File: config.mk
export PLATFORM = sky130hd
export DESIGN_NAME = sic_cross
export DESIGN_NICKNAME = d
export VERILOG_FILES = /design/src/rtl/sic_pkg.sv /design/src/rtl/sic_cross.sv
export SDC_FILE = /design/constraint.sdc
export NUM_CORES = 2
export LEC_CHECK = 0
export BUFFER_PORTS_ARGS = -buffer_cell sky130_fd_sc_hd__buf_2
export CAP_MARGIN = 20
export CORE_ASPECT_RATIO = 0.5
export CORE_MARGIN = 2
export CORE_UTILIZATION = 55
export DETAILED_ROUTE_END_ITERATION = 10
export GPL_TIMING_DRIVEN = 0
export PLACE_DENSITY = 0.83
export SYNTH_ARGS = -nofsm -noshare
export SYNTH_HDL_FRONTEND = slang
export SYNTH_SLANG_ARGS = --single-unit
File: constraint.sdc
create_clock -name vclk -period 23.9
set_input_delay 1.195 -clock vclk [all_inputs]
set_output_delay 1.195 -clock vclk [all_outputs]
set_load 0.005 [all_outputs]
File: src/rtl/sic_pkg.sv
// Shared types and constants for the segment intersection classifier.
`default_nettype none

package sic_pkg;

  localparam int COORD_WIDTH_DEF = 16;
  localparam int CROSS_TOL_W     = 32;
  localparam int COORD_TOL_W     = 8;
  localparam int CFG_DATA_W      = 32;
  localparam int CFG_INDEX_W     = 2;

  localparam logic [CFG_INDEX_W-1:0] CFG_CROSS_TOL = 2'd0;
  localparam logic [CFG_INDEX_W-1:0] CFG_COORD_TOL = 2'd1;

  typedef enum logic [1:0] {
    CONTACT_NONE  = 2'd0,
    CONTACT_POINT = 2'd1,
    CONTACT_LINE  = 2'd2
  } contact_t;

  typedef struct packed {
    logic zero;
    logic neg;
  } sign_t;

endpackage

`default_nettype wire

File: src/rtl/sic_cross.sv
// Edge vectors and the two partial products of one orientation cross product.
`default_nettype none

module sic_cross #(
  parameter int COORD_WIDTH = sic_pkg::COORD_WIDTH_DEF
) (
  input  wire logic signed [COORD_WIDTH-1:0]   p_x,
  input  wire logic signed [COORD_WIDTH-1:0]   p_y,
  input  wire logic signed [COORD_WIDTH-1:0]   q_x,
  input  wire logic signed [COORD_WIDTH-1:0]   q_y,
  input  wire logic signed [COORD_WIDTH-1:0]   r_x,
  input  wire logic signed [COORD_WIDTH-1:0]   r_y,
  output logic signed [2*COORD_WIDTH+1:0]      prod_uv,
  output logic signed [2*COORD_WIDTH+1:0]      prod_vu
);

  localparam int DW = COORD_WIDTH + 1;
  localparam int PW = 2 * COORD_WIDTH + 2;

  logic signed [DW-1:0] ux;
  logic signed [DW-1:0] uy;
  logic signed [DW-1:0] vx;
  logic signed [DW-1:0] vy;

  assign ux = DW'(q_x) - DW'(p_x);
  assign uy = DW'(q_y) - DW'(p_y);
  assign vx = DW'(r_x) - DW'(p_x);
  assign vy = DW'(r_y) - DW'(p_y);

  assign prod_uv = PW'(ux) * PW'(vy);
  assign prod_vu = PW'(vx) * PW'(uy);

endmodule

`default_nettype wire

Yosys cells after proc, flatten, opt, wreduce, memory -nomap -nowiden
Index checks and enable logic that the tools add are counted.
{"block": "classes", "add_sub_neg": 4, "n_mul": 2}
{"operator": "multiplier 17 x 17 -> 34 bit", "count": 2}
{"operator": "subtractor 16 x 16 -> 17 bit", "count": 4}
{"block": "word_totals", "register_bits": 0, "input_bits": 96, "output_inout_bits": 68, "elab_cells": 6}

Depth between registers and ports, before layout
{"block": "logic_depth", "depth_word": 2, "ltp_mapped": 34, "mapped_depth_nobuf": 33}

Least setup slack after synthesis
OpenSTA, ideal clock, no wires.
{"block": "synth_timing", "path_type": "input-to-output", "start": "in q_x[0]", "end": "out prod_uv[33]", "arrival_time_ns": 8.708, "t_required_ns": 22.705, "slack_ns": 13.997, "path_stages": 34, "cell_sequence": "inv_1 > ha_1 > inv_1 > fa_1 > a21o_1 > a21oi_1 > nor2b_1 > o21ai_0 > o21bai_1 > a21o_1 > xor2_1 > clkbuf_1 > nand2_1 > fa_1 > inv_1 > fa_1 > inv_1 > fa_1 > inv_1 > fa_1 > inv_1 > fa_1 > inv_1 > fa_1 > ha_1 > clkbuf_1 > a21o_1 > a21o_1 > a2111oi_2 > o31ai_2 > a211oi_2 > o21bai_1 > a21oi_1 > xnor2_1"}
{"block": "synth_between", "elab_chain_cells": 2}
{"item": "start, declared", "line": "sic_cross.sv:9", "rtl": "input wire logic signed [COORD_WIDTH-1:0] q_x,"}
{"item": "subtractor 16 x 16 -> 17 bit", "line": "sic_cross.sv:25", "rtl": "assign ux = DW'(q_x) - DW'(p_x);"}
{"item": "multiplier 17 x 17 -> 34 bit", "line": "sic_cross.sv:30", "rtl": "assign prod_uv = PW'(ux) * PW'(vy);"}
{"item": "end, declared", "line": "sic_cross.sv:13", "rtl": "output logic signed [2*COORD_WIDTH+1:0] prod_uv,"}
Every way passes these cells.

Worst setup path after layout
{"block": "layout_timing", "start": "in r_x[0]", "end": "out prod_vu[32]"}
{"block": "layout_between", "elab_chain_cells": 2}
{"item": "start, declared", "line": "sic_cross.sv:11", "rtl": "input wire logic signed [COORD_WIDTH-1:0] r_x,"}
{"item": "subtractor 16 x 16 -> 17 bit", "line": "sic_cross.sv:27", "rtl": "assign vx = DW'(r_x) - DW'(p_x);"}
{"item": "multiplier 17 x 17 -> 34 bit", "line": "sic_cross.sv:31", "rtl": "assign prod_vu = PW'(vx) * PW'(uy);"}
{"item": "end, declared", "line": "sic_cross.sv:14", "rtl": "output logic signed [2*COORD_WIDTH+1:0] prod_vu"}
Every way passes these cells.

==> results.md <==
- Post-Synthesis Cells: 2,779
- DP Area: 0.0259 sq mm
- DR WL/cell: 18.5 um
- Number of diodes: 0
- Antenna violations before repair: 0
- Synth cell types: 75
- Commonest non-fill, non-tap cells in the layout: 673 x inv_1, 596 x fa_1, 320 x nand2_1
- Slowest CP cell: a211oi_1
- Rel. slew slack: 14.1%
- Hold_sp: p_y[0]
- Starting Density: 55.8%
- Post-route ant nets: 0
- Final HPWL DP: 57,400 um
- Crit Path Class: in -> out
- Mapped cell area: 0.0243 sq mm
- Port Buffer Count: 164
- Die Height: 153 um
- Setup TNS: 0 ns
- Design area: 0.0259 sq mm
- Worst slew pin tran: 1.28 ns
- Vias/cell: 5.57
- Final std cells w/o fill: 3,539
- Nets: 3,879
- Number of top-level pins: 164
- Initial drt markers: 1,336
- Syn nets: 3,705
- Sequential fraction of the synthesis area: 0%
- Commonest non-fill, non-tap cell in the layout: inv_1
- Final setup viols: 0
- CLK BUF: 0
- Detailed-route DRC error count: 0
- MaxCap Viol Count: 0
- First-pass GRT wire length: 108,000 um
- Crit-path max cell delay: 0.61 ns
- Core Area: 0.0436 sq mm
- Met2 usage: 50.1%
- Routing usage on met1: 38.5%
- Vias in the first global route: 21,100
- Routability Congestion: 0.988
- Tmin final: 11.70 ns
- Peak Freq: 85.5 MHz
- Seq Cell Count: 0
- Share of layout cells above drive strength 1: 7.32%
- Seq. cell area: 0 sq um
- Worst-path maximum fanout: 10
- Area Growth Syn to Fin: 6.62%
- Mean post-synth cell area: 8.74 sq um
- Unrepaired setup endpoints after global routing: false
- Die X: 301 um
- Hold/Removal Path Class: in -> out
- Critical Path AT: 10.50 ns
- WP data required: 22.71 ns
- Final period util: 49.0%
- Total Die Area: 0.0460 sq mm
- Crit path launch type: input port
- Row cnt: 54
- Drt pass-1 iters: 5
- Gr busiest metal: met2
- Post-cts resize count: 0
- Largest net degree at the start of global routing: 13
- Post-CTS Setup Repair Bufs: 0
- Worst Hold Depth: 5
- GR Layer Usage met3: 4.79%
- Total vias in the final route: 19,700
- Final hold violation count: 0
- Hold Path Sink: prod_uv[0]
- Fin. max-slew vios: 0
- # placed instances: 3,533
- Hold_buf cts: 0
- Status: finished clean
- Crit. End Element: output pin
- GR Util All Layers: 29.7%
- Ys Warns: 0
- Final WL: 65,600 um
- Total grt overflow: 0
worst max-delay path: cells and delay by family:
family | cells | cell delay (ns)
xor gates and xnor gates | 1 | 0.45
adders and majority gates | 9 | 4.05
buffers and inverters | 10 | 1.10
AOI/OAI and AO/OA | 9 | 2.37
and+or+nand+nor | 6 | 1.32
cell families after synthesis:
kind of cell / count (synthesis) / share of synthesized area [%]
fa+ha+maj: 830 / 61.2
simple gates: 783 / 13.9
buf+inv: 737 / 11.5
compound gates: 280 / 7.99
xor+xnor: 145 / 5.26
mux: 4 / 0.170
area by class of cell:
type / count / area [sq um]
multi-input combinational: 2042 / 21500
inverter: 674 / 2530
buffer: 63 / 274
tap: 588 / 736
fill: 3753 / 17700
timing repair buffer: 172 / 873
synthesized netlist by cell type, types with 4 or more instances:
| library cell | n | area, sq um |
|---|---|---|
| a21oi_1 | 82 | 410 |
| nor3_1 | 19 | 95.1 |
| o21bai_1 | 14 | 105 |
| clkbuf_1 | 43 | 161 |
| a21o_1 | 39 | 293 |
| xnor2_1 | 105 | 920 |
| a211oi_1 | 13 | 97.6 |
| o21ai_1 | 8 | 40.0 |
| o31ai_1 | 5 | 37.5 |
| inv_1 | 673 | 2530 |
| o21a_1 | 21 | 158 |
| o211ai_1 | 6 | 45.0 |
| buf_1 | 4 | 15.0 |
| nor2_1 | 271 | 1020 |
| nand4_1 | 8 | 50.1 |
| o31a_1 | 6 | 52.6 |
| a311oi_1 | 4 | 35.0 |
| or3_1 | 8 | 50.1 |
| a211oi_2 | 4 | 50.1 |
| and3_1 | 19 | 119 |
| nand3_1 | 31 | 155 |
| nor2b_1 | 39 | 244 |
| xor2_1 | 39 | 342 |
| or2_2 | 8 | 50.1 |
| nand2_1 | 320 | 1200 |
| a31oi_1 | 7 | 43.8 |
| nand2b_1 | 17 | 106 |
| o21ai_0 | 36 | 180 |
| fa_1 | 596 | 11900 |
| ha_1 | 234 | 2930 |
| and2_1 | 28 | 175 |
| buf_2 | 12 | 60.1 |
worst max path at each step:
stage	slack, ns	startpoint	cells past startpoint	end
4_1_cts	12.15	r_x[0]	35	prod_vu[32]
5_1_grt	11.75	p_x[1]	33	prod_vu[32]
3_5_place_dp	12.19	r_x[0]	35	prod_vu[32]
6_report	12.20	r_x[0]	35	prod_vu[32]
3_3_place_gp	12.25	r_x[0]	35	prod_vu[32]
2_1_floorplan	14.00	q_x[0]	34	prod_uv[33]
metal layers:
metal,part of all wire [%],wire [um]
met1,38,25100
met5,0,0
met3,8.9,5820
met4,4.7,3090
met2,48,31500
per-stage QoR:
| stage | worst slack, ns | utilization [%] | hold WS, ns |
|---|---|---|---|
| final | 12.20 | 59.5 | 3.21 |
| after global routing | 11.75 | 59.5 | 3.26 |
| after CTS | 12.15 | 59.4 | 3.22 |
| after detailed placement | 12.19 | 59.4 | 3.22 |
| after global placement | 12.25 | 59.3 | 3.21 |
| after floorplan | 14.00 | - | 2.79 |
Power is not shown: default switching activity piles up to over one toggle a cycle in this logic, so the estimate is an artifact.
