### config.mk
export PLATFORM = sky130hd
export DESIGN_NAME = sic_collinear
export DESIGN_NICKNAME = d
export VERILOG_FILES = /design/src/rtl/sic_pkg.sv /design/src/rtl/sic_collinear.sv
export SDC_FILE = /design/constraint.sdc
export NUM_CORES = 1
export LEC_CHECK = 0
export ABC_AREA = 1
export BUFFER_PORTS_ARGS = -buffer_cell sky130_fd_sc_hd__clkbuf_2
export CAP_MARGIN = 20
export CELL_PAD_IN_SITES_DETAIL_PLACEMENT = 1
export CELL_PAD_IN_SITES_GLOBAL_PLACEMENT = 1
export CORE_ASPECT_RATIO = 0.5
export CORE_MARGIN = 5
export CORE_UTILIZATION = 40
export DETAILED_ROUTE_END_ITERATION = 16
export PLACE_DENSITY = 0.8
export SLEW_MARGIN = 20
export SYNTH_ARGS = -nofsm -noshare
export SYNTH_HDL_FRONTEND = slang
export SYNTH_SLANG_ARGS = --single-unit
### constraint.sdc
create_clock -name vclk -period 28.9
set_clock_uncertainty 0.05 [all_clocks]
set_input_delay 8.67 -clock vclk [all_inputs]
set_output_delay 8.67 -clock vclk [all_outputs]
set_load 0.02 [all_outputs]
### src/rtl/sic_pkg.sv
// Shared types and constants for the segment intersection classifier.
`default_nettype none

package sic_pkg;

  localparam int COORD_WIDTH_DEF = 16;
  localparam int CROSS_TOL_W     = 32;
  localparam int COORD_TOL_W     = 8;
  localparam int CFG_DATA_W      = 32;
  localparam int CFG_INDEX_W     = 2;

  localparam logic [CFG_INDEX_W-1:0] CFG_CROSS_TOL = 2'd0;
  localparam logic [CFG_INDEX_W-1:0] CFG_COORD_TOL = 2'd1;

  typedef enum logic [1:0] {
    CONTACT_NONE  = 2'd0,
    CONTACT_POINT = 2'd1,
    CONTACT_LINE  = 2'd2
  } contact_t;

  typedef struct packed {
    logic zero;
    logic neg;
  } sign_t;

endpackage

`default_nettype wire

### src/rtl/sic_collinear.sv
// Axis choice, endpoint ordering and touch/overlap tests for collinear segments.
`default_nettype none

module sic_collinear #(
  parameter int COORD_WIDTH = sic_pkg::COORD_WIDTH_DEF
) (
  input  wire logic signed [COORD_WIDTH-1:0]     a_start_x,
  input  wire logic signed [COORD_WIDTH-1:0]     a_start_y,
  input  wire logic signed [COORD_WIDTH-1:0]     a_end_x,
  input  wire logic signed [COORD_WIDTH-1:0]     a_end_y,
  input  wire logic signed [COORD_WIDTH-1:0]     b_start_x,
  input  wire logic signed [COORD_WIDTH-1:0]     b_start_y,
  input  wire logic signed [COORD_WIDTH-1:0]     b_end_x,
  input  wire logic signed [COORD_WIDTH-1:0]     b_end_y,
  input  wire logic [sic_pkg::COORD_TOL_W-1:0]   coord_tol,
  output logic                                   touch,
  output logic                                   overlap
);

  import sic_pkg::*;

  localparam int DW = COORD_WIDTH + 1;

  function automatic logic near_eq(
    input logic signed [COORD_WIDTH-1:0] a,
    input logic signed [COORD_WIDTH-1:0] b,
    input logic [COORD_TOL_W-1:0]        tol
  );
    logic signed [DW-1:0] diff;
    logic [DW-1:0]        mag;
    diff = DW'(a) - DW'(b);
    mag  = diff[DW-1] ? DW'(-diff) : DW'(diff);
    return mag <= DW'(tol);
  endfunction

  logic                          use_y;
  logic signed [COORD_WIDTH-1:0] a_first;
  logic signed [COORD_WIDTH-1:0] a_second;
  logic signed [COORD_WIDTH-1:0] b_first;
  logic signed [COORD_WIDTH-1:0] b_second;
  logic signed [COORD_WIDTH-1:0] alo;
  logic signed [COORD_WIDTH-1:0] ahi;
  logic signed [COORD_WIDTH-1:0] blo;
  logic signed [COORD_WIDTH-1:0] bhi;

  assign use_y = near_eq(a_start_x, a_end_x, coord_tol) &&
                 near_eq(b_start_x, b_end_x, coord_tol);

  assign a_first  = use_y ? a_start_y : a_start_x;
  assign a_second = use_y ? a_end_y   : a_end_x;
  assign b_first  = use_y ? b_start_y : b_start_x;
  assign b_second = use_y ? b_end_y   : b_end_x;

  assign alo = (a_first > a_second) ? a_second : a_first;
  assign ahi = (a_first > a_second) ? a_first  : a_second;
  assign blo = (b_first > b_second) ? b_second : b_first;
  assign bhi = (b_first > b_second) ? b_first  : b_second;

  assign touch   = near_eq(ahi, blo, coord_tol) || near_eq(bhi, alo, coord_tol);
  assign overlap = (ahi > blo) && (alo < bhi);

endmodule

`default_nettype wire

After elaboration in Yosys (flattened, before gate mapping)
Index checks and enable logic that the tools add are counted.
Word-level totals
  output and inout bits: 2
  register bits: 0
  logic and storage cells: 31
  bits in latches: 0
  memory bits (read-only): 0
  bits of input ports: 136
  RAM bits: 0
  memories: 0
Operators by class
  reduce and logical (&&, ||, !) cells: 3
  multiplexer cells: 12
  multiply operators: 0
  bitwise gates (word level): 0
  shift-type cells: 0
  $lt $le $gt $ge: 8
  div/mod/pow operators: 0
  eq/ne operators: 0
  add/subtract/negate cells: 8
Operators with widths (count)
  $mux 16: 8
  $le 17x8->1: 4
  $mux 17: 4
  $neg 17->17: 4
  $sub 16x16->17: 4
  $gt 16x16->1: 3
  $lt 16x16->1: 1
  $logic_and 1x1->1: 2
  $logic_or 1x1->1: 1

Logic depth before layout (Yosys ltp)
  depth after elaboration: 13
  gate-level depth with buffers: 87

Worst setup path before layout
OpenSTA, ideal clock, no wires.
  path type: input -> output
  start: in b_start_x[0]
  end: out touch
  path slack: 2.209 ns
  arrival: 17.971 ns
  path buffers: 4
  stages on the path: 83
  path through: inv_1 ha_1 fa_1 inv_1 nand2_1 nand2_1 nand3_1 nand2_1 nand3_1 nand2_1 nand2_1 nand2_2 buf_4 nand2_1 xor2_1 inv_1 ha_1 nand2_1 [47 not listed] inv_1 o21ai_0 inv_1 nand2_1 nand2_1 nor2_1 xnor2_1 inv_1 ha_1 a21oi_1 o21ai_0 a221oi_1 o21ai_0 a21oi_1 o32ai_1 nor4_1 o21ai_0 o21ai_0
Between the ends
  longest elaborated chain between the ends: 13
  elaborated cells on any way between the ends: 24
  classes of those cells: 6 x add/sub; 5 x order compare; 11 x mux; 2 x reduce/logical
RTL lines
  start, declared: line sic_collinear.sv:11  | input wire logic signed [COORD_WIDTH-1:0] b_start_x,
  $sub 16x16->17: line sic_collinear.sv:31  | diff = DW'(a) - DW'(b);
  $neg 17->17: line sic_collinear.sv:32  | mag = diff[DW-1] ? DW'(-diff) : DW'(diff);
  $mux 17: line sic_collinear.sv:32
  $le 17x8->1: line sic_collinear.sv:33  | return mag <= DW'(tol);
  $logic_and 1x1->1: line sic_collinear.sv:46  | assign use_y = near_eq(a_start_x, a_end_x, coord_tol) &&
  $mux 16 (on tied branches)
  $gt 16x16->1 (on tied branches)
  $mux 16 (on tied branches)
  $sub 16x16->17: line sic_collinear.sv:31
  $neg 17->17: line sic_collinear.sv:32
  $mux 17: line sic_collinear.sv:32
  $le 17x8->1: line sic_collinear.sv:33
  $logic_or 1x1->1 *: line sic_collinear.sv:59  | assign touch = near_eq(ahi, blo, coord_tol) || near_eq(bhi, alo, coord_tol);
  end, declared: line sic_collinear.sv:16  | output logic touch,
Every way passes the cells marked *; elsewhere a longest branch is shown, timed or not.

Final worst setup path
Same ends and word-level chain as after synthesis.

==> impl_metrics.ini <==
[sta]
tns_ps = 0
setup_viol = 0
holdWs_ps = 18450
finalHoldViolCount = 0
slew_headroom_pct = 53.3
slew_viol_final = 0
period_share_pct = 96.5
worst_slew_pin_slew_ps = 693
min_period_ps = 27900
fmax_ghz = 0.0358

[setup_path]
critPathArrivalTime_ps = 19180
crit_fanout = 32
crit_slowest_cell = a2111oi_2
required_ps = 20180
crit_type = in -> out
crit_path_end_kind = output pin
cp_slowest_stage_delay_ps = 440
worst_path_most_repeated_cell = nand2_1
startpoint_type = input port

[grt]
grt-ovfl-total = 0
track_usage_pct = 26.7
grt_pass1_vias = 10639
grt_max_degree = 56
grt_pass1_wl_um = 56500
antenna_found_initial = 5

[logic_synthesis]
ys_types = 44
ys_top_cells_by_count = nand2_1, inv_1, ha_1
yosysWarningCount = 0
netlist.area_leader.share_pct = 23.7
synth_most_common_cell = nand2_1
synth.area.top_cells = nand2_1, ha_1, inv_1, nand3_1, nand4_1
postSynthAreaPerCell_um2 = 5.23
synth_area_um2 = 9060
netlist_instances = 1731
synth_fp_nets = 2001
ys_seq_area_share_pct = 0
yosysTopAreaCell = nand2_1

[layout]
nets = 2133
seq_cells = 0
stdcell_count = 2165
n_clock_buffer = 0
area.sequential_um2 = 0
areaGrowthSynthToFinish_pct = 13.1
nFillCells = 3378
drive_above_1_share_pct = 12.8

[floorplan]
core_area_um2 = 22000
dieWidth_um = 223
initial_core_util_pct = 41.2
die-area_um2 = 25900
io_pins = 138
rows = 38
die-height_um = 116

[drt]
drcViolationCount = 0
drt_iter0_markers = 727
totalWireLength_um = 36900
drtAntennaViolNets = 0
dr.pass1.iters = 5
wl_per_cell_um = 17.1
vias = 11416
viasPerCell = 5.27

[placed_design]
place_hpwl_um = 32100
port_buffers = 138
gp_congestion = 0.986
dp.cells = 2137

[power]
cellPowerDensity_nw_per_um2 = 43.7
irDropWorstVdd_v = 0.0000335
leakage_nw = 6.28

[clock_network]
ctsHoldBuffers = 0

[flow_run]
maxCapViolations = 0

[worst_hold_path]
hold_class = in -> out

[run_status]
outcome = finished, final reports clean
==> cell usage in the layout, fill, tap and decap left out, types with 8 or more instances in the layout <==
| cell type | netlist | layout |
|---|---|---|
| clkbuf_2 | 0 | 138 |
| o21bai_1 | 11 | 11 |
| nand4_1 | 90 | 90 |
| xnor2_1 | 16 | 16 |
| nand3_1 | 118 | 118 |
| inv_1 | 323 | 323 |
| or2_2 | 32 | 32 |
| nor3_1 | 14 | 14 |
| nor2_1 | 115 | 115 |
| o21ai_0 | 85 | 78 |
| buf_4 | 5 | 23 |
| o21ai_1 | 1 | 8 |
| ha_1 | 130 | 130 |
| nand2_1 | 573 | 572 |
| a21oi_1 | 68 | 68 |
| xor2_1 | 44 | 44 |
==> worst max-delay path, delay by kind of cell <==
family,cells,cell delay (ps)
xor+xnor,2,280
simple gates,39,4320
buf+inv,15,1490
fa+ha+maj,7,2140
compound gates,16,2300
==> final cells by class <==
class                      count  area, um2  area share (%)
multi-input combinational   1363       7630            74.5
timing repair buffer         168        980            9.56
inverter                     330       1250            12.2
tap                          300        375            3.66
antenna                        4       10.0          0.0977
==> worst paths after layout <==
path          from  endpoint  slack [ps]  cells past startpoint
min    a_end_x[15]   overlap       18450                     10
max   b_start_x[0]     touch        1000                     79
==> per-layer routing <==
metal  global-route usage (%)  part of all wire, %  vias up
met5                        0                    0        -
met4                     4.04                  1.6        0
met3                     1.56                  4.3       28
met2                     44.0                   44      248
met1                     39.5                   50     5326
li1                         -                    -     5814
==> stage by stage <==
step | util (%) | cell area, um2 | worst slack [ps] | total power [mW]
2_1_floorplan | - | 9060 | 2210 | 0.334
3_3_place_gp | 45.3 | 9960 | 535 | 0.427
3_5_place_dp | 45.3 | 9960 | 130 | 0.438
4_1_cts | 45.3 | 9960 | 131 | 0.440
5_1_grt | 46.6 | 10200 | -59.7 | 0.510
6_report | 46.6 | 10200 | 1000 | 0.448
==> cells by family after synthesis <==
logic type,after synthesis,synth area share [%]
AO/OA/AOI/OAI,184,11.1
AND/OR/NAND/NOR,982,47.8
adder cells (fa/ha/maj),134,18.8
buffers and inverters,371,16.4
XOR/XNOR,60,5.80
==> report_power, final <==
group | internal, mW | total, mW | switching, mW
sequential | 0 | 0 | 0
clock | 0.0000000186 | 0.0000000186 | 0
combinational | 0.165 | 0.448 | 0.282
total | 0.165 | 0.448 | 0.282
==> what timing repair did <==
item / in CTS / in global routing
buffers inserted: 0 / 20
setup endpoints to repair: 0 / 1
gates resized for setup: 0 / 25
No activity file was read; power rests on OpenSTA's default activity.
