==> config.mk <==
export PLATFORM = sky130hd
export DESIGN_NAME = sic_sign
export DESIGN_NICKNAME = d
export VERILOG_FILES = /design/src/rtl/sic_pkg.sv /design/src/rtl/sic_sign.sv
export SDC_FILE = /design/constraint.sdc
export NUM_CORES = 1
export LEC_CHECK = 0
export BUFFER_PORTS_ARGS = -buffer_cell sky130_fd_sc_hd__buf_2
export CAP_MARGIN = 20
export CORE_MARGIN = 2
export CORE_UTILIZATION = 51
export DETAILED_ROUTE_END_ITERATION = 10
export PLACE_DENSITY = 0.8
export SYNTH_ARGS = -nofsm -noshare
export SYNTH_HDL_FRONTEND = slang
export SYNTH_SLANG_ARGS = --single-unit
==> constraint.sdc <==
create_clock -name vclk -period 8.2
set_input_delay 2.05 -clock vclk [all_inputs]
set_output_delay 2.05 -clock vclk [all_outputs]
set_load 0.01 [all_outputs]
==> src/rtl/sic_pkg.sv <==
// Shared types and constants for the segment intersection classifier.
`default_nettype none

package sic_pkg;

  localparam int COORD_WIDTH_DEF = 16;
  localparam int CROSS_TOL_W     = 32;
  localparam int COORD_TOL_W     = 8;
  localparam int CFG_DATA_W      = 32;
  localparam int CFG_INDEX_W     = 2;

  localparam logic [CFG_INDEX_W-1:0] CFG_CROSS_TOL = 2'd0;
  localparam logic [CFG_INDEX_W-1:0] CFG_COORD_TOL = 2'd1;

  typedef enum logic [1:0] {
    CONTACT_NONE  = 2'd0,
    CONTACT_POINT = 2'd1,
    CONTACT_LINE  = 2'd2
  } contact_t;

  typedef struct packed {
    logic zero;
    logic neg;
  } sign_t;

endpackage

`default_nettype wire

==> src/rtl/sic_sign.sv <==
// Orientation sign of one cross product against the cross tolerance.
`default_nettype none

module sic_sign #(
  parameter int COORD_WIDTH = sic_pkg::COORD_WIDTH_DEF
) (
  input  wire logic signed [2*COORD_WIDTH+1:0]   prod_uv,
  input  wire logic signed [2*COORD_WIDTH+1:0]   prod_vu,
  input  wire logic [sic_pkg::CROSS_TOL_W-1:0]   cross_tol,
  output sic_pkg::sign_t                         sign
);

  import sic_pkg::*;

  localparam int CW   = 2 * COORD_WIDTH + 3;
  localparam int CMPW = (CW > CROSS_TOL_W + 1) ? CW : CROSS_TOL_W + 1;

  logic signed [CW-1:0] cross_sum;
  logic [CW-1:0]        mag;
  logic [CMPW-1:0]      mag_ext;
  logic [CMPW-1:0]      tol_ext;

  assign cross_sum = CW'(prod_uv) - CW'(prod_vu);
  assign mag       = cross_sum[CW-1] ? CW'(-cross_sum) : CW'(cross_sum);
  assign mag_ext   = CMPW'(mag);
  assign tol_ext   = CMPW'(cross_tol);

  assign sign.zero = (mag_ext <= tol_ext);
  assign sign.neg  = cross_sum[CW-1];

endmodule

`default_nettype wire

## Word-level counts from Yosys, hierarchy flattened

Index checks and enable logic that the tools add are counted.

| word-level totals | value |
|---|---|
| register bits | 0 |
| input port bits | 100 |

| cells by class | value |
|---|---|
| $add $sub $neg | 2 |
| magnitude comparators | 1 |
| mux-type cells | 1 |

Operators by type and width:

| kind | number |
|---|---|
| 35-bit by 32-bit less-or-equal comparator with 1-bit output | 1 |
| 35-bit 2-to-1 mux | 1 |
| 35-bit negation | 1 |
| 34-bit by 34-bit subtractor with 35-bit output | 1 |

## Depth between registers and ports, before layout

Gate-level depths: netlist (run 1).

| logic depth | value |
|---|---|
| depth after elaboration | 4 |
| mapped depth | 26 |

## Worst setup path after synthesis (run 1)

OpenSTA, ideal clock, no wires.

| timing path | value |
|---|---|
| path kind | input-to-output |
| start point | in prod_uv[0] |
| end point | out sign[1] (netlist bit) |
| arrival time | 6715 ps |
| required time | 6150 ps |
| path slack | -565 ps |
| cell stages on the path | 24 |
| cells stage by stage | inv_1 > ha_1 > inv_1 > fa_1 > a21o_1 > a2111o_1 > a31oi_1 > xnor2_1 > or4_4 > nor4b_4 > or4b_4 > nand3b_4 > nand2_1 > xnor2_1 > ha_1 > nor2b_1 > o21ai_0 > nand2b_1 > a21oi_1 > o311a_1 > o21ai_0 > a21oi_1 > nor3_1 > a2111oi_2 |

RTL lines:

| what | line | source |
|---|---|---|
| from (decl) | sic_sign.sv:7 | `input wire logic signed [2*COORD_WIDTH+1:0] prod_uv,` |
| to (decl) | sic_sign.sv:10 | `output sic_pkg::sign_t sign` |

==> impl_metrics.xml, run 1 <==
<?xml version="1.0" encoding="UTF-8"?>
<metrics>
  <group name="timing">
    <metric name="timing.max_slew.rel_slack" unit="%">62.7</metric>
    <metric name="timing_worst_slew_pin_value" unit="ps">557</metric>
    <metric name="f_max" unit="MHz">108</metric>
    <metric name="slew_violations" unit="">0</metric>
    <metric name="setup_viol" unit="">1</metric>
    <metric name="report.final.hold_viol_count" unit="">0</metric>
    <metric name="hold_ws" unit="ps">4810</metric>
    <metric name="finalWorstSetupSlack" unit="ps">-1080</metric>
    <metric name="rsz0062_at_grt" unit="">true</metric>
    <metric name="period_needed" unit="ps">9280</metric>
    <metric name="timing.final.crit_share" unit="%">113</metric>
  </group>
  <group name="pwr">
    <metric name="cellPowerDensity" unit="nW/um2">107</metric>
    <metric name="power.static_leakage" unit="nW">3.10</metric>
    <metric name="vdd_drop_max" unit="uV">41.2</metric>
  </group>
  <group name="synth">
    <metric name="yosys_warnings" unit="">0</metric>
    <metric name="synthDistinctLibCells" unit="">67</metric>
    <metric name="yosys.area_share.adder" unit="%">21.9</metric>
    <metric name="ys_seq_area_share" unit="%">0</metric>
    <metric name="synth.mux.area_fraction" unit="%">0.256</metric>
    <metric name="yosys.area_share.simple" unit="%">24.8</metric>
    <metric name="combinational_family_with_the_most_area_after_synthesis" unit="">compound AO/OA/AOI/OAI gates</metric>
    <metric name="synth.cell_area" unit="um2">3910</metric>
    <metric name="yosys.area_share.xor_xnor" unit="%">12.3</metric>
    <metric name="compound_gate_fraction_of_synth_area" unit="%">31.9</metric>
    <metric name="synthCells" unit="">577</metric>
    <metric name="synth.net_count" unit="">745</metric>
    <metric name="syn-mean-instance-area" unit="um2">6.78</metric>
  </group>
  <group name="setup_path">
    <metric name="cp_top_family" unit="">simple AND/OR/NAND/NOR gates</metric>
    <metric name="cp_data_required_time" unit="ps">6150</metric>
    <metric name="timing.critical_path.to_type" unit="">output pin</metric>
    <metric name="maximum_net_fanout_on_the_critical_path" unit="">3</metric>
    <metric name="number_of_buffer_and_inverter_stages_on_the_critical_path" unit="">5</metric>
    <metric name="crit_path_top_delay_cell" unit="">sky130_fd_sc_hd__or4_4</metric>
    <metric name="critical_path.startpoint_type" unit="">input pin</metric>
    <metric name="cpPeakStageDelay" unit="ps">580</metric>
    <metric name="crit_type" unit="">in -&gt; out</metric>
    <metric name="crit_arrival" unit="ps">7230</metric>
  </group>
  <group name="placement">
    <metric name="detailed_place_hpwl" unit="um">11100</metric>
    <metric name="globalplace.congestion" unit="">0.925</metric>
    <metric name="place.port_buffers" unit="">102</metric>
  </group>
  <group name="die">
    <metric name="boundaryPins" unit="">102</metric>
    <metric name="dieArea" unit="um2">8390</metric>
    <metric name="fp.dieH" unit="um">91.6</metric>
    <metric name="placement_rows" unit="">31</metric>
    <metric name="core_ar" unit="um2">7330</metric>
    <metric name="dieWidth" unit="um">91.6</metric>
    <metric name="initial_core_util" unit="%">53.4</metric>
  </group>
  <group name="layout">
    <metric name="fin_nets" unit="">997</metric>
    <metric name="relative_area_change_from_synthesis_to_final_layout" unit="%">50.8</metric>
    <metric name="final_util" unit="%">80.5</metric>
    <metric name="seq_cells" unit="">0</metric>
    <metric name="commonest_cells_after_routing_fill_and_taps_aside" unit="">sky130_fd_sc_hd__buf_4 (163), sky130_fd_sc_hd__buf_2 (101), sky130_fd_sc_hd__inv_1 (70)</metric>
    <metric name="layout.clock_buffers" unit="">0</metric>
    <metric name="layout-drive-gt1-share" unit="%">36.9</metric>
    <metric name="final_common_cell" unit="">sky130_fd_sc_hd__buf_4</metric>
    <metric name="final-seq-area" unit="um2">0</metric>
    <metric name="antenna-diode-count" unit="">0</metric>
  </group>
  <group name="detailed_routing">
    <metric name="ant_nets" unit="">0</metric>
    <metric name="remaining_drc_errors" unit="">0</metric>
    <metric name="first_pass_iters" unit="">5</metric>
    <metric name="postRouteWirelength" unit="um">14000</metric>
    <metric name="drt_iter0_drc" unit="">300</metric>
    <metric name="detailroute.via_count" unit="">5301</metric>
    <metric name="avgRoutedWirePerCell" unit="um">15.1</metric>
    <metric name="drt-vias-per-instance" unit="">5.72</metric>
  </group>
  <group name="run_status">
    <metric name="status" unit="">finished with violations</metric>
    <metric name="failing_checks" unit="">negative setup slack</metric>
  </group>
  <group name="hold_path">
    <metric name="hold_class" unit="">in -&gt; out</metric>
    <metric name="worst_hold_path.endpoint" unit="">sign[1]</metric>
    <metric name="hold_crit_start" unit="">prod_uv[33]</metric>
    <metric name="worstHoldPathCells" unit="">6</metric>
  </group>
  <group name="global_route">
    <metric name="first_global_vias" unit="">5232</metric>
    <metric name="wire_length_of_the_first_global_routing_pass" unit="um">22200</metric>
    <metric name="grt_use_total" unit="%">30.8</metric>
    <metric name="grt_start_max_net_pins" unit="">12</metric>
    <metric name="initial_antenna_violation_count" unit="">0</metric>
    <metric name="globalRouteOverflowTotal" unit="">0</metric>
  </group>
  <group name="cts">
    <metric name="cts_hold_buf" unit="">0</metric>
  </group>
  <group name="run">
    <metric name="maxCapViolations" unit="">0</metric>
  </group>
</metrics>
per-layer routing:
metal / wire, um / share of wire, % / vias up / global-route usage (%)
met4: 459 / 3.3 / 0 / 8.33
met3: 778 / 5.6 / 44 / 0.747
met2: 6790 / 49 / 230 / 56.7
li1: - / - / 2611 / -
met1: 5940 / 43 / 2416 / 39.1
met5: 0 / 0 / - / 0
how the worst max path moves through the flow:
stage | start | end | slack [ps] | depth (start not counted)
floorplan | prod_uv[0] | sign[1] | -560 | 24
global placement | prod_uv[0] | sign[1] | -810 | 26
detailed placement | prod_uv[0] | sign[1] | -1070 | 26
CTS | prod_uv[0] | sign[1] | -890 | 26
global route | prod_uv[0] | sign[1] | -1290 | 29
finish | prod_uv[0] | sign[1] | -1080 | 27
logic make-up (layout without fill, tap and decap cells):
family | after synthesis | count (layout)
multiplexers | 1 | 1
AND/OR/NAND/NOR | 173 | 173
XOR/XNOR | 55 | 55
buffers and inverters | 91 | 341
adder cells (fa/ha/maj) | 68 | 68
AO/OA/AOI/OAI | 189 | 189
synth_stat cells (12+ instances only):
master                      n  area share, %
sky130_fd_sc_hd__o211ai_1  12            2.3
sky130_fd_sc_hd__a21oi_1   50            6.4
sky130_fd_sc_hd__xnor2_1   40            9.0
sky130_fd_sc_hd__nor2_1    25            2.4
sky130_fd_sc_hd__inv_1     72            6.9
sky130_fd_sc_hd__nand2_1   43            4.1
sky130_fd_sc_hd__ha_1      67             21
sky130_fd_sc_hd__clkbuf_1  17            1.6
sky130_fd_sc_hd__nand4_1   15            2.4
sky130_fd_sc_hd__a21o_1    19            3.6
sky130_fd_sc_hd__o21ai_0   40            5.1
sky130_fd_sc_hd__xor2_1    15            3.4
stage by stage:
step	area, um2	worst slack, ps	power (mW)	instances	setup TNS, ps
finish	5900	-1080	0.633	926	-1080
global route	5900	-1290	0.696	926	-1290
CTS	5730	-885	0.594	919	-885
detailed placement	5670	-1070	0.583	917	-1070
global placement	5670	-807	0.555	917	-807
floorplan	3910	-565	0.351	577	-565
tightest hold or removal path, stage by stage:
cell                        delay, ps
sky130_fd_sc_hd__buf_2             80
sky130_fd_sc_hd__ha_1             110
sky130_fd_sc_hd__inv_1             60
sky130_fd_sc_hd__xnor2_1          250
sky130_fd_sc_hd__a2111oi_2         80
sky130_fd_sc_hd__buf_2            130
power by group:
part / internal [mW] / leakage, nW / switching (mW)
combinational: 0.312 / 3.10 / 0.321
sequential: 0 / 0 / 0
clock: 0 / 0 / 0
total: 0.312 / 3.10 / 0.321
what timing repair did:
| item | in CTS | in global routing |
|---|---|---|
| setup buffers | 2 | 7 |
| resized for setup | 10 | 25 |
| pin swaps | 9 | 17 |
| setup endpoints to repair | 1 | 1 |
| endpoints found under the hold margin | 0 | 0 |
| cloned | 0 | 0 |
area by class of cell:
type	instances	area [um2]
multi-input cells	486	3710
repair buffers	269	1790
fillers	508	1430
inverters	72	273
well taps	99	124
Note: power is estimated with default switching activity, not from simulation.
==> run 2, diff against run 1 <==
--- a/config.mk
+++ b/config.mk
@@ -5,7 +5,7 @@
 export SDC_FILE = /design/constraint.sdc
 export NUM_CORES = 1
 export LEC_CHECK = 0
-export BUFFER_PORTS_ARGS = -buffer_cell sky130_fd_sc_hd__buf_2
+export BUFFER_PORTS_ARGS = -buffer_cell sky130_fd_sc_hd__buf_4
 export CAP_MARGIN = 20
 export CORE_MARGIN = 2
 export CORE_UTILIZATION = 51
==> run 2 against run 1 <==
  * The run still ends with negative setup slack left
  * Cell count down 1.3%
  * Worst setup slack improved by 67 ps
  * Combinational power grew 5.2%
  * Global-route usage is 0.44 points higher
  * Critical endpoint unchanged
==> impl_metrics.xml, run 2 (same netlist as run 1, synthesis figures left out) <==
<?xml version="1.0" encoding="UTF-8"?>
<metrics>
  <group name="layout">
    <metric name="relative_area_change_from_synthesis_to_final_layout" unit="%">55.2</metric>
    <metric name="final-seq-area" unit="um2">0</metric>
    <metric name="antenna-diode-count" unit="">0</metric>
    <metric name="seq_cells" unit="">0</metric>
    <metric name="layout-drive-gt1-share" unit="%">36.6</metric>
    <metric name="final_common_cell" unit="">sky130_fd_sc_hd__buf_4</metric>
    <metric name="post_route_standard_cell_area_excluding_fillers" unit="um2">6070</metric>
    <metric name="commonest_cells_after_routing_fill_and_taps_aside" unit="">sky130_fd_sc_hd__buf_4 (254), sky130_fd_sc_hd__inv_1 (70), sky130_fd_sc_hd__ha_1 (66)</metric>
    <metric name="final_util" unit="%">82.8</metric>
    <metric name="fin_nets" unit="">985</metric>
    <metric name="fillers" unit="">465</metric>
    <metric name="layout.clock_buffers" unit="">0</metric>
  </group>
  <group name="timing">
    <metric name="timing_worst_slew_pin_value" unit="ps">542</metric>
    <metric name="period_needed" unit="ps">9220</metric>
    <metric name="timing.final.crit_share" unit="%">112</metric>
    <metric name="slew_violations" unit="">0</metric>
    <metric name="hold_ws" unit="ps">4840</metric>
    <metric name="timing.max_slew.rel_slack" unit="%">63.8</metric>
    <metric name="setup_viol" unit="">1</metric>
    <metric name="f_max" unit="MHz">109</metric>
    <metric name="rsz0062_at_grt" unit="">true</metric>
    <metric name="finalWorstSetupSlack" unit="ps">-1020</metric>
    <metric name="report.final.hold_viol_count" unit="">0</metric>
  </group>
  <group name="placement">
    <metric name="place.port_buffers" unit="">102</metric>
    <metric name="detailed_place_hpwl" unit="um">11500</metric>
    <metric name="globalplace.congestion" unit="">0.939</metric>
    <metric name="post_dp_cell_area" unit="um2">5860</metric>
    <metric name="pre_cts_ws" unit="ps">-992</metric>
  </group>
  <group name="pwr">
    <metric name="cellPowerDensity" unit="nW/um2">110</metric>
    <metric name="combinational_share_of_power" unit="%">100.0</metric>
    <metric name="sequentialPowerShare" unit="%">0</metric>
    <metric name="switchingPower" unit="mW">0.339</metric>
    <metric name="vdd_drop_max" unit="uV">47.7</metric>
    <metric name="report.power.total" unit="mW">0.666</metric>
    <metric name="power_report.internal_total" unit="mW">0.327</metric>
    <metric name="switching_share" unit="%">50.8</metric>
    <metric name="power.static_leakage" unit="nW">3.11</metric>
    <metric name="clk_pwr_share" unit="%">0</metric>
  </group>
  <group name="detailed_routing">
    <metric name="first_pass_iters" unit="">5</metric>
    <metric name="postRouteWirelength" unit="um">14600</metric>
    <metric name="ant_nets" unit="">0</metric>
    <metric name="drt_iter0_drc" unit="">340</metric>
    <metric name="avgRoutedWirePerCell" unit="um">16.0</metric>
    <metric name="remaining_drc_errors" unit="">0</metric>
    <metric name="drt-vias-per-instance" unit="">5.88</metric>
    <metric name="detailroute.via_count" unit="">5373</metric>
  </group>
  <group name="global_route">
    <metric name="grt_start_max_net_pins" unit="">17</metric>
    <metric name="first_global_vias" unit="">5075</metric>
    <metric name="globalRouteOverflowTotal" unit="">0</metric>
    <metric name="wire_length_of_the_first_global_routing_pass" unit="um">22300</metric>
    <metric name="initial_antenna_violation_count" unit="">0</metric>
    <metric name="grt_use_total" unit="%">31.2</metric>
  </group>
  <group name="run_status">
    <metric name="status" unit="">finished with violations</metric>
    <metric name="failing_checks" unit="">negative setup slack</metric>
  </group>
  <group name="setup_path">
    <metric name="crit_type" unit="">in -&gt; out</metric>
    <metric name="crit_arrival" unit="ps">7170</metric>
    <metric name="maximum_net_fanout_on_the_critical_path" unit="">3</metric>
    <metric name="critical_path.startpoint_type" unit="">input pin</metric>
    <metric name="timing.critical_path.to_type" unit="">output pin</metric>
    <metric name="cp_data_required_time" unit="ps">6150</metric>
  </group>
  <group name="die">
    <metric name="dieArea" unit="um2">8390</metric>
    <metric name="boundaryPins" unit="">102</metric>
    <metric name="fp.dieH" unit="um">91.6</metric>
    <metric name="placement_rows" unit="">31</metric>
    <metric name="initial_core_util" unit="%">53.4</metric>
    <metric name="dieWidth" unit="um">91.6</metric>
    <metric name="core_ar" unit="um2">7330</metric>
  </group>
  <group name="hold_path">
    <metric name="hold_class" unit="">in -&gt; out</metric>
    <metric name="worst_hold_path.endpoint" unit="">sign[1]</metric>
    <metric name="worstHoldPathCells" unit="">6</metric>
    <metric name="hold_crit_start" unit="">prod_uv[32]</metric>
  </group>
  <group name="run">
    <metric name="maxCapViolations" unit="">0</metric>
  </group>
</metrics>
## run 2: power groups by stage
stage	Combinational [mW]	Clock, mW	Sequential, mW
after global routing	0.715	0	0
after floorplan	0.351	0	0
after global placement	0.561	0	0
final	0.666	0	0
after detailed placement	0.594	0	0
after CTS	0.608	0	0
## run 2: worst max-delay path by stage
stage / endpoint / startpoint / cells after the start
2_1_floorplan: sign[1] / prod_uv[0] / 24
3_3_place_gp: sign[1] / prod_uv[0] / 26
3_5_place_dp: sign[1] / prod_uv[0] / 26
4_1_cts: sign[1] / prod_uv[0] / 26
5_1_grt: sign[1] / prod_uv[0] / 24
6_report: sign[1] / prod_uv[0] / 24
## run 2: critical path: stages
cell                        delay, ps
sky130_fd_sc_hd__buf_6             90
sky130_fd_sc_hd__inv_4             50
sky130_fd_sc_hd__ha_4             130
sky130_fd_sc_hd__inv_2             40
sky130_fd_sc_hd__fa_2             370
sky130_fd_sc_hd__a21o_1           210
sky130_fd_sc_hd__buf_6            130
sky130_fd_sc_hd__a221oi_4         340
sky130_fd_sc_hd__xnor2_2          120
sky130_fd_sc_hd__a21o_1           200
sky130_fd_sc_hd__or4_4            550
sky130_fd_sc_hd__nor4b_4          260
sky130_fd_sc_hd__or4b_4           530
sky130_fd_sc_hd__buf_4            170
sky130_fd_sc_hd__o21ai_0          230
sky130_fd_sc_hd__xor2_1           110
sky130_fd_sc_hd__ha_1             330
sky130_fd_sc_hd__nand4_1          220
sky130_fd_sc_hd__o311a_1          420
sky130_fd_sc_hd__o21ai_1           80
sky130_fd_sc_hd__a21oi_1           60
sky130_fd_sc_hd__nor3_2           250
sky130_fd_sc_hd__a2111oi_2         60
sky130_fd_sc_hd__buf_4            160
## run 2: area by class of cell
cell class | instances | area [um2] | share of cell area (%)
inverters | 72 | 273 | 4.49
multi-input cells | 486 | 3730 | 61.4
well taps | 99 | 124 | 2.04
repair buffers | 257 | 1950 | 32.1
## run 2: metal layers
layer  up-vias  part of all wire (%)  routed length [um]  track usage [%]
met3        43                   7.7                1120             1.74
met1      2457                    41                6060             40.0
met4         0                   2.8                 414             5.56
li1       2588                     -                   -                -
met2       285                    48                7010             57.7
met5         -                     0                   0                0
## run 2: what timing repair did
action                                  4_1_cts  5_1_grt
endpoints found under the setup margin        1        1
hold buffers                                  0        0
resized for setup                            16       23
pin swaps                                    15       19
buffers inserted                              3        3
## run 2: metrics by stage
stage	cells	setup TNS (ps)
final	914	-1020
after global routing	914	-1250
after CTS	911	-971
after detailed placement	908	-992
after global placement	908	-832
after floorplan	577	-565
==> run 3, diff against run 2 <==
--- a/config.mk
+++ b/config.mk
@@ -11,6 +11,7 @@
 export CORE_UTILIZATION = 51
 export DETAILED_ROUTE_END_ITERATION = 10
 export PLACE_DENSITY = 0.8
+export REMOVE_ABC_BUFFERS = 1
 export SYNTH_ARGS = -nofsm -noshare
 export SYNTH_HDL_FRONTEND = slang
 export SYNTH_SLANG_ARGS = --single-unit
==> run 3 against run 2 <==
  * Highest routed layer unchanged
  * Power rose by 6.0%
  * Largest cell class unchanged
  * The flow still finishes with violations (negative setup slack)
  * First-iteration DRC count rose by 11%
  * Utilization rose by 2.4 points
  * Critical path type unchanged
  * Hold slack barely moved
==> impl_metrics.xml, run 3 (same netlist as run 1, synthesis figures left out) <==
<?xml version="1.0" encoding="UTF-8"?>
<metrics>
  <group name="setup_path">
    <metric name="cpPeakStageDelay" unit="ps">500</metric>
    <metric name="cp_data_required_time" unit="ps">6150</metric>
    <metric name="cpMostUsedCell" unit="">sky130_fd_sc_hd__buf_4</metric>
    <metric name="startpoint" unit="">prod_uv[0]</metric>
    <metric name="crit_arrival" unit="ps">7590</metric>
    <metric name="maximum_net_fanout_on_the_critical_path" unit="">3</metric>
    <metric name="number_of_buffer_and_inverter_stages_on_the_critical_path" unit="">9</metric>
    <metric name="critical_path.startpoint_type" unit="">input pin</metric>
    <metric name="setup.worst_path.end" unit="">sign[1]</metric>
    <metric name="timing.critical_path.to_type" unit="">output pin</metric>
    <metric name="crit_path_top_delay_cell" unit="">sky130_fd_sc_hd__nor4bb_2</metric>
    <metric name="cp_top_family" unit="">compound AO/OA/AOI/OAI gates</metric>
    <metric name="crit_type" unit="">in -&gt; out</metric>
    <metric name="worst-path-stages" unit="">31</metric>
  </group>
  <group name="pwr">
    <metric name="sequentialPowerShare" unit="%">0</metric>
    <metric name="cellPowerDensity" unit="nW/um2">113</metric>
    <metric name="clk_pwr_share" unit="%">0</metric>
    <metric name="report.power.total" unit="mW">0.706</metric>
    <metric name="vdd_drop_max" unit="uV">49.2</metric>
    <metric name="switchingPower" unit="mW">0.355</metric>
    <metric name="switching_share" unit="%">50.3</metric>
    <metric name="power_report.internal_total" unit="mW">0.351</metric>
    <metric name="power.static_leakage" unit="nW">3.23</metric>
    <metric name="combinational_share_of_power" unit="%">100.0</metric>
  </group>
  <group name="die">
    <metric name="placement_rows" unit="">31</metric>
    <metric name="dieArea" unit="um2">8390</metric>
    <metric name="boundaryPins" unit="">102</metric>
    <metric name="initial_core_util" unit="%">53.4</metric>
    <metric name="core_ar" unit="um2">7330</metric>
    <metric name="dieWidth" unit="um">91.6</metric>
    <metric name="fp.dieH" unit="um">91.6</metric>
  </group>
  <group name="layout">
    <metric name="stdcell_count" unit="">937</metric>
    <metric name="final_util" unit="%">85.2</metric>
    <metric name="layout.clock_buffers" unit="">0</metric>
    <metric name="final-seq-area" unit="um2">0</metric>
    <metric name="layout-drive-gt1-share" unit="%">38.1</metric>
    <metric name="final_common_cell" unit="">sky130_fd_sc_hd__buf_4</metric>
    <metric name="seq_cells" unit="">0</metric>
    <metric name="relative_area_change_from_synthesis_to_final_layout" unit="%">59.7</metric>
    <metric name="antenna-diode-count" unit="">0</metric>
    <metric name="fin_nets" unit="">1008</metric>
    <metric name="commonest_cells_after_routing_fill_and_taps_aside" unit="">sky130_fd_sc_hd__buf_4 (276), sky130_fd_sc_hd__inv_1 (70), sky130_fd_sc_hd__ha_1 (66)</metric>
  </group>
  <group name="placement">
    <metric name="place.port_buffers" unit="">102</metric>
    <metric name="detailed_place_hpwl" unit="um">12100</metric>
    <metric name="post-place-cells" unit="">916</metric>
    <metric name="globalplace.congestion" unit="">0.969</metric>
    <metric name="pre_cts_ws" unit="ps">-1150</metric>
  </group>
  <group name="detailed_routing">
    <metric name="avgRoutedWirePerCell" unit="um">17.5</metric>
    <metric name="detailroute.via_count" unit="">5726</metric>
    <metric name="ant_nets" unit="">0</metric>
    <metric name="postRouteWirelength" unit="um">16400</metric>
    <metric name="drt-vias-per-instance" unit="">6.11</metric>
    <metric name="remaining_drc_errors" unit="">0</metric>
    <metric name="first_pass_iters" unit="">8</metric>
    <metric name="drt_iter0_drc" unit="">377</metric>
  </group>
  <group name="timing">
    <metric name="timing.final.crit_share" unit="%">118</metric>
    <metric name="timing.max_slew.rel_slack" unit="%">53.7</metric>
    <metric name="slew_violations" unit="">0</metric>
    <metric name="finalWorstSetupSlack" unit="ps">-1440</metric>
    <metric name="setup_viol" unit="">1</metric>
    <metric name="period_needed" unit="ps">9640</metric>
    <metric name="f_max" unit="MHz">104</metric>
    <metric name="tns" unit="ps">-1440</metric>
    <metric name="report.final.hold_viol_count" unit="">0</metric>
    <metric name="timing_worst_slew_pin_value" unit="ps">693</metric>
    <metric name="rsz0062_at_grt" unit="">true</metric>
  </group>
  <group name="run">
    <metric name="maxCapViolations" unit="">0</metric>
  </group>
  <group name="global_route">
    <metric name="grt_start_max_net_pins" unit="">21</metric>
    <metric name="globalRouteOverflowTotal" unit="">0</metric>
    <metric name="initial_antenna_violation_count" unit="">0</metric>
    <metric name="wire_length_of_the_first_global_routing_pass" unit="um">24400</metric>
    <metric name="grt_use_total" unit="%">34.4</metric>
    <metric name="first_global_vias" unit="">5443</metric>
  </group>
  <group name="run_status">
    <metric name="failing_checks" unit="">negative setup slack</metric>
    <metric name="status" unit="">finished with violations</metric>
  </group>
  <group name="hold_path">
    <metric name="hold_crit_start" unit="">prod_uv[33]</metric>
    <metric name="worstHoldPathCells" unit="">6</metric>
    <metric name="hold_class" unit="">in -&gt; out</metric>
  </group>
</metrics>
run 3: cell count changes in the layout (fill, tap and decap cells not counted), sizes merged:
cell / change
buf: +23
run 3: worst min path at each step:
stage / to / slack [ps]
floorplan: sign[1] / 4560
global placement: sign[1] / 4790
detailed placement: sign[1] / 4810
CTS: sign[1] / 4810
global route: sign[1] / 4870
finish: sign[1] / 4840
run 3: repair_timing:
| action | 4_1_cts | 5_1_grt |
|---|---|---|
| setup buffers | 17 | 4 |
| hold buffers | 0 | 0 |
| endpoints found under the setup margin | 1 | 1 |
| gates resized for setup | 12 | 28 |
| pin swaps | 8 | 17 |
run 3: metrics by stage:
step                      hold slack, ps  instance area, um2
after CTS                           4810                6100
after global placement              4790                5920
after global routing                4870                6250
final                               4840                6250
after detailed placement            4810                5920
after floorplan                     4560                3840
run 3: per-layer routing:
metal  track usage [%]  wire length, um  share of wire [%]
met1              41.9             6390                 39
met2              61.9             7820                 48
met3              2.57             1150                7.0
met4              13.5             1050                6.4
met5                 0                0                  0
run 3: layout make-up:
class                      instances  area, um2
multi-input combinational        486       3720
timing repair buffer             280       2130
fill                             425       1080
inverter                          72        275
tap                               99        124
run 3: power by group through the flow:
stage	logic [mW]	clock network, mW	registers (mW)
after global placement	0.569	0	0
final	0.706	0	0
after floorplan	0.348	0	0
after detailed placement	0.602	0	0
after global routing	0.754	0	0
after CTS	0.634	0	0
